===== src/cnrc_pkg.sv =====
package cnrc_pkg;

    localparam int REF_SLOTS       = 6;
    localparam int REF_W           = 64;
    localparam int FIELD_W         = 16;
    localparam int NUM_CHANNELS    = 4;
    localparam int THRESH_W        = 18;
    localparam int CLASS_W         = 3;
    localparam int CFG_INDEX_W     = 3;
    localparam int S_TDATA_W       = 64;
    localparam int M_TDATA_W       = 24;

    localparam logic [CFG_INDEX_W-1:0] THRESHOLD_INDEX = 3'd6;
    localparam logic [CLASS_W-1:0]     CLASS_UNKNOWN   = 3'd6;

    localparam logic [THRESH_W-1:0] THRESHOLD_RESET = 18'd25000;

    localparam logic [REF_SLOTS-1:0][REF_W-1:0] REFERENCE_RESET = {
        64'd1414696810754673178,
        64'd2105449593447843698,
        64'd2625051438471449232,
        64'd1763457187504259811,
        64'd1363187869333783519,
        64'd1219633350455725286
    };

    typedef struct packed {
        logic [CLASS_W-1:0]  color_class;
        logic [THRESH_W-1:0] best_distance;
    } cnrc_result_t;

endpackage


===== src/cnrc_lane.sv =====
module cnrc_lane
    import cnrc_pkg::*;
#(
    parameter int CHANNEL_BITS = 16
)
(
    input  logic                                      clk,
    input  logic                                      load,
    input  logic [NUM_CHANNELS-1:0][CHANNEL_BITS-1:0] sample,
    input  logic [REF_W-1:0]                          reference,
    output logic [CHANNEL_BITS+1:0]                   distance
);

    localparam int DIST_W = CHANNEL_BITS + 2;

    logic [NUM_CHANNELS-1:0][CHANNEL_BITS-1:0] diff;
    logic [DIST_W-1:0]                         dist_next;
    logic [DIST_W-1:0]                         dist_reg;

    always_comb
    begin
        logic [CHANNEL_BITS-1:0] r;
        for (int k = 0; k < NUM_CHANNELS; k++)
        begin
            r = reference[FIELD_W*k +: CHANNEL_BITS];
            diff[k] = (sample[k] > r) ? (sample[k] - r) : (r - sample[k]);
        end
    end

    assign dist_next = DIST_W'(diff[0]) + DIST_W'(diff[1]) + DIST_W'(diff[2])
                     + DIST_W'(diff[3] >> 1);

    always_ff @(posedge clk)
    begin
        if (load)
        begin
            dist_reg <= dist_next;
        end
    end

    assign distance = dist_reg;

endmodule


===== src/cnrc_merge.sv =====
module cnrc_merge
    import cnrc_pkg::*;
#(
    parameter int NUM_REFERENCES = 6,
    parameter int CHANNEL_BITS   = 16
)
(
    input  logic                                        clk,
    input  logic                                        load,
    input  logic [NUM_REFERENCES-1:0][CHANNEL_BITS+1:0] distance,
    input  logic [THRESH_W-1:0]                         threshold,
    output cnrc_result_t                                result
);

    localparam int DIST_W = CHANNEL_BITS + 2;

    cnrc_result_t result_next;
    cnrc_result_t result_reg;

    always_comb
    begin
        logic [DIST_W-1:0]  best;
        logic [CLASS_W-1:0] best_idx;
        best     = distance[0];
        best_idx = '0;
        for (int i = 1; i < NUM_REFERENCES; i++)
        begin
            if (distance[i] < best)
            begin
                best     = distance[i];
                best_idx = CLASS_W'(i);
            end
        end
        result_next.best_distance = THRESH_W'(best);
        result_next.color_class   = (THRESH_W'(best) > threshold) ? CLASS_UNKNOWN : best_idx;
    end

    always_ff @(posedge clk)
    begin
        if (load)
        begin
            result_reg <= result_next;
        end
    end

    assign result = result_reg;

endmodule


===== src/color_nearest_reference_classifier_core.sv =====
// Nearest-reference colour classifier.
// The slave channel carries one sensor sample per transfer; tdata holds the red,
// green, blue and clear counts. The master channel returns one result per sample:
// the class (0 red to 5 yellow, 6 unknown) and the smallest weighted L1 distance.
// The references and the reject threshold are set through the write port, register
// index 0 to 5 for the references and 6 for the threshold; the user is to write
// them only while the block is idle, which the block itself does not enforce. Each
// reference is compared in a lane of its own in the first register stage, and the
// second stage picks the nearest one and applies the threshold. While the receiver
// takes results, a new sample can be taken every cycle; each stage holds one sample.
// When the receiver stalls, the result is held on the master channel and the lane
// stage can still take one more sample before s_tready falls.
// Reset empties both stages and restores the factory references and a threshold
// of 25000.
module color_nearest_reference_classifier_core
    import cnrc_pkg::*;
#(
    parameter int NUM_REFERENCES = 6,
    parameter int CHANNEL_BITS   = 16
)
(
    input  logic                   clk,
    input  logic                   rst_n,
    input  logic                   s_tvalid,
    output logic                   s_tready,
    // red_count, green_count, blue_count, clear_count
    input  logic [S_TDATA_W-1:0]   s_tdata,
    output logic                   m_tvalid,
    input  logic                   m_tready,
    // color_class, best_distance, zero padding
    output logic [M_TDATA_W-1:0]   m_tdata,
    input  logic                   cfg_wr_en,
    input  logic [CFG_INDEX_W-1:0] cfg_index,
    input  logic [REF_W-1:0]       cfg_data
);

    localparam int DIST_W = CHANNEL_BITS + 2;

    logic [REF_SLOTS-1:0][REF_W-1:0]            reference_reg;
    logic [REF_SLOTS-1:0][REF_W-1:0]            reference_next;
    logic [THRESH_W-1:0]                        threshold_reg;
    logic [THRESH_W-1:0]                        threshold_next;
    logic                                       lane_valid_reg;
    logic                                       lane_valid_next;
    logic                                       out_valid_reg;
    logic                                       out_valid_next;
    logic                                       lane_load;
    logic                                       merge_load;
    logic [NUM_CHANNELS-1:0][CHANNEL_BITS-1:0]  sample;
    logic [NUM_REFERENCES-1:0][DIST_W-1:0]      lane_distance;
    cnrc_result_t                               result;

    always_comb
    begin
        reference_next = reference_reg;
        threshold_next = threshold_reg;
        if (cfg_wr_en)
        begin
            if (cfg_index == THRESHOLD_INDEX)
            begin
                threshold_next = cfg_data[THRESH_W-1:0];
            end
            else if (cfg_index < THRESHOLD_INDEX)
            begin
                reference_next[cfg_index] = cfg_data;
            end
        end
    end

    assign merge_load = !out_valid_reg || m_tready;
    assign s_tready   = !lane_valid_reg || merge_load;
    assign lane_load  = s_tvalid && s_tready;

    assign lane_valid_next = lane_load || (lane_valid_reg && !merge_load);
    assign out_valid_next  = (merge_load && lane_valid_reg) || (out_valid_reg && !m_tready);

    always_ff @(posedge clk or negedge rst_n)
    begin
        if (!rst_n)
        begin
            reference_reg  <= REFERENCE_RESET;
            threshold_reg  <= THRESHOLD_RESET;
            lane_valid_reg <= 1'b0;
            out_valid_reg  <= 1'b0;
        end
        else
        begin
            reference_reg  <= reference_next;
            threshold_reg  <= threshold_next;
            lane_valid_reg <= lane_valid_next;
            out_valid_reg  <= out_valid_next;
        end
    end

    always_comb
    begin
        for (int k = 0; k < NUM_CHANNELS; k++)
        begin
            sample[k] = s_tdata[FIELD_W*k +: CHANNEL_BITS];
        end
    end

    for (genvar i = 0; i < NUM_REFERENCES; i++)
    begin : g_lane
        cnrc_lane #(
            .CHANNEL_BITS (CHANNEL_BITS)
        ) u_lane (
            .clk       (clk),
            .load      (lane_load),
            .sample    (sample),
            .reference (reference_reg[i]),
            .distance  (lane_distance[i])
        );
    end

    cnrc_merge #(
        .NUM_REFERENCES (NUM_REFERENCES),
        .CHANNEL_BITS   (CHANNEL_BITS)
    ) u_merge (
        .clk       (clk),
        .load      (merge_load && lane_valid_reg),
        .distance  (lane_distance),
        .threshold (threshold_reg),
        .result    (result)
    );

    assign m_tvalid = out_valid_reg;
    assign m_tdata  = {{(M_TDATA_W - CLASS_W - THRESH_W){1'b0}},
                       result.best_distance, result.color_class};

`ifndef SYNTHESIS
    a_ready_when_empty: assert property (@(posedge clk) disable iff (!rst_n)
        !lane_valid_reg |-> s_tready)
        else $error("input not ready while the lane stage is empty");

    a_lane_moves_on: assert property (@(posedge clk) disable iff (!rst_n)
        (lane_valid_reg && merge_load) |=> m_tvalid)
        else $error("lane result lost on its way to the output");

    a_class_in_range: assert property (@(posedge clk) disable iff (!rst_n)
        (m_tvalid && (result.color_class != CLASS_UNKNOWN))
            |-> (result.color_class < CLASS_W'(NUM_REFERENCES)))
        else $error("class names a reference that takes no part");

    a_accept_fills_lane: assert property (@(posedge clk) disable iff (!rst_n)
        (s_tvalid && s_tready) |=> lane_valid_reg)
        else $error("accepted sample did not reach the lane stage");
`endif

endmodule

===== config.mk =====
export PLATFORM = sky130hd
export DESIGN_NAME = color_nearest_reference_classifier_core
export DESIGN_NICKNAME = d
export VERILOG_FILES = /design/src/cnrc_pkg.sv /design/src/cnrc_lane.sv /design/src/cnrc_merge.sv /design/src/color_nearest_reference_classifier_core.sv
export SDC_FILE = /design/constraint.sdc
export NUM_CORES = 2
export LEC_CHECK = 0
export ABC_AREA = 1
export BUFFER_PORTS_ARGS = -buffer_cell sky130_fd_sc_hd__buf_4
export CORE_MARGIN = 2
export CORE_UTILIZATION = 32
export CTS_CLUSTER_SIZE = 30
export DETAILED_ROUTE_END_ITERATION = 7
export GPL_ROUTABILITY_DRIVEN = 0
export GPL_TIMING_DRIVEN = 1
export PLACE_DENSITY_LB_ADDON = 0.3
export SETUP_SLACK_MARGIN = 0.15
export SLEW_MARGIN = 30
export SYNTH_ARGS = -nofsm -noshare
export SYNTH_HDL_FRONTEND = slang
export SYNTH_SLANG_ARGS = --single-unit

===== constraint.sdc =====
create_clock -name clk -period 18.95 [get_ports clk]
set_input_delay 3.79 -clock clk [delete_from_list [all_inputs] [get_ports clk]]
set_output_delay 3.79 -clock clk [all_outputs]
set_load 0.05 [all_outputs]

==> flow_summary.yaml <==
synthesis:
  yosys.area.top_type_share_pct: 20.3
  synth_edf_count: 129
  ys_types: 62
  syn_area_sq_um: 64200
  yosysWarnings: 0
  syn_avg_cell_area_sq_um: 7.50
  synth_async_sr_flop_share_pct: 75.8
  synth_flop_cell: "dfrtp_1"
  synth.ff_latch_count: 533
  syn_inst: 8551
  synth.largest_area_cell: "ha_1"
  ys_seq_area_share_pct: 22.1
  yosys-top-cells-area: "ha_1 20%, dfrtp_1 9.8%, inv_1 9.2%"
timing:
  slew_headroom_pct: 27.4
  setup_violations: 0
  grt_setup_unrepaired: "no"
  worst_pin_slew_ns: 1.09
  fin_tns_setup_ns: 0
  post-route-period-util_pct: 63.8
  fmax_ghz: 0.0827
  period_needed_ns: 12.10
  maxSlewViolCount: 0
  skew_ns: 0.0319
  setup_ws_ns: 6.85
  hold_viol: 0
floorplan:
  dieArea_sq_um: 204000
  core_sq_um: 199000
  dieWidth_um: 452
  ios: 162
  std_cell_rows: 164
  initial_utilization_pct: 32.2
  die_y_um: 452
layout:
  largest_reg_flops: 384
  multi_input_area_sq_um: 43400
  stdcell_area_sq_um: 70800
  drive_above_1_share_pct: 5.79
  fin_nets: 9960
  antenna_cells: 0
  seq_area_sq_um: 14200
  final_cells: 11348
  num-fill-cells: 21034
  area_growth_pct: 10.4
placed_design:
  dp_cells: 11210
  dp_hpwl_um: 210000
  dp_slack_ns: 6.78
  placed_area_sq_um: 68200
  io_buffers: 158
clock_network:
  cts_buffers: 76
  ctsHoldBuffers: 0
  clk_pin_slew_ns: 0.06
  postCtsSetupBuffers: 0
  clockBufferDepth: 3
  clock_sinks: 533
  clock_latency_ns: 0.72
  root_buffer: "clkbuf_16"
  cts_tree: "built"
  cts_resized: 0
  cts_max_level: 3
detailed_routing:
  drc: 0
  drt_iter0_drc: 6176
  drtAntennaViolNets: 0
  wl_um: 259000
  wl_per_cell_um: 22.8
  drtPass1Iterations: 7
  num_vias: 61087
  routed_via_density: 5.38
worst_setup_path:
  rr_endpoint: "u_merge.result[20]$_SDFFCE_PP1P_"
  timing.critical_path.mode_cell: "nand2_1"
  cp.buffers_inverters: 8
  cp.arrival_ns: 12.52
  end_kind: "flip-flop"
  worstPathMaxFanout: 38
  path_delay_family: "simple AND/OR/NAND/NOR gates"
  cp_slowest_stage_delay_ns: 0.47
  cp.required_ns: 19.38
  worst_setup_path_start_kind: "flip-flop"
  crit_cells: 64
  ff2ff_setup_slack_ns: 6.85
  r2r_cells: 64
  critPathKind: "flip-flop to flip-flop"
  critPathCapture: "u_merge.result[20]$_SDFFCE_PP1P_"
  setup.worst_path.start: "g_lane[1].u_lane.distance[17]$_DFFE_PP_"
  slowest_stage: "nand2_2"
  r2r-start: "g_lane[1].u_lane.distance[17]$_DFFE_PP_"
global_routing:
  grt_pass1_vias: 57930
  grt_max_degree: 145
  grt_pass1_wl_um: 376000
  antenna_found_initial: 14
  grtUsageTotal_pct: 24.6
  overflow: 0
job:
  maxCapViolations: 0
status:
  status: "finished clean"
min_path:
  hold_path.class: "flip-flop to flip-flop"
[kinds of logic after synthesis]
group / after synthesis / synth area share [%]
other: 1 / 0.00584
buffers and inverters: 1762 / 10.4
adder cells (fa/ha/maj): 1192 / 25.0
AO/OA/AOI/OAI: 2284 / 20.6
AND/OR/NAND/NOR: 2206 / 14.0
flip-flops: 533 / 22.1
XOR/XNOR: 498 / 6.80
multiplexers: 75 / 1.17
[worst min-delay path by stage]
stage	cells after the start	slack, ns	to	start
final	2	0.48	reference_reg[223]$_DFFE_PN0P_	reference_reg[223]$_DFFE_PN0P_
after global routing	2	0.51	reference_reg[319]$_DFFE_PN0P_	reference_reg[319]$_DFFE_PN0P_
after CTS	2	0.49	reference_reg[79]$_DFFE_PN0P_	reference_reg[79]$_DFFE_PN0P_
after detailed placement	2	0.47	reference_reg[223]$_DFFE_PN0P_	reference_reg[223]$_DFFE_PN0P_
after global placement	2	0.47	threshold_reg[2]$_DFFE_PN0P_	threshold_reg[2]$_DFFE_PN0P_
after floorplan	2	0.45	m_tvalid$_DFF_PN0_	lane_valid_reg$_DFF_PN0_
[synth_stat cells, types with 18 or more instances]
| library cell | number |
|---|---|
| a21o_1 | 55 |
| ha_1 | 1042 |
| nand2_1 | 1504 |
| mux2i_1 | 75 |
| xnor2_1 | 158 |
| nand4_1 | 45 |
| a211oi_1 | 50 |
| a221oi_1 | 18 |
| nor3_1 | 48 |
| o21ai_0 | 937 |
| a21oi_1 | 784 |
| nor4_1 | 23 |
| o21a_1 | 59 |
| fa_1 | 150 |
| o21bai_1 | 92 |
| inv_1 | 1580 |
| clkbuf_1 | 152 |
| nor2_1 | 300 |
| dfrtp_1 | 252 |
| dfstp_2 | 152 |
| xor2_1 | 340 |
| a221o_1 | 66 |
| o221ai_1 | 89 |
| edfxtp_1 | 129 |
| nand3_1 | 228 |
| o211ai_1 | 37 |
[area by class of cell]
| cell class | count | share of cell area, % |
|---|---|---|
| multi-input cells | 6258 | 61.3 |
| flip-flops and latches | 533 | 20.0 |
| inverters | 1588 | 8.42 |
| well taps | 2656 | 4.69 |
| clock buffers | 110 | 3.15 |
| repair buffers | 175 | 1.89 |
| clock inverters | 28 | 0.528 |
[worst reg2reg max path, delay by kind of cell (launching register included)]
family,cells,cell delay (ns)
flip-flops,1,0.39
AO/OA/AOI/OAI,13,2.35
buffers and inverters,8,0.73
adder cells (fa/ha/maj),6,1.90
AND/OR/NAND/NOR,37,6.48
[through the flow]
step | hold slack (ns) | util (%)
final | 0.484 | 35.5
after global routing | 0.506 | 35.5
after CTS | 0.487 | 35.5
after detailed placement | 0.473 | 34.2
after global placement | 0.470 | 34.2
after floorplan | 0.447 | -
[placed cells by master (no fill, tap or decap), types with 45 or more instances in the layout]
cell type / Yosys / final
nand3_1: 228 / 227
nor2_1: 300 / 300
o21a_1: 59 / 59
buf_4: 5 / 171
a211oi_1: 50 / 50
mux2i_1: 75 / 73
edfxtp_1: 129 / 129
a21o_1: 55 / 55
fa_1: 150 / 150
xnor2_1: 158 / 157
dfstp_2: 152 / 152
o221ai_1: 89 / 89
a221o_1: 66 / 66
a21oi_1: 784 / 783
nor3_1: 48 / 48
xor2_1: 340 / 340
o21ai_0: 937 / 937
o21bai_1: 92 / 92
nand2_1: 1504 / 1497
ha_1: 1042 / 1042
inv_1: 1580 / 1579
nand4_1: 45 / 45
dfrtp_1: 252 / 252
clkbuf_16: 0 / 79
[layer usage]
| metal | vias up | part of all wire [%] | track usage, % |
|---|---|---|---|
| li1 | 28540 | - | - |
| met1 | 29225 | 43 | 32.6 |
| met2 | 2760 | 43 | 37.8 |
| met3 | 556 | 7.8 | 3.88 |
| met4 | 6 | 6.8 | 14.3 |
| met5 | - | 0.016 | 0 |
Power is not shown: default switching activity piles up to over one toggle a cycle in this logic, so the estimate is an artifact.
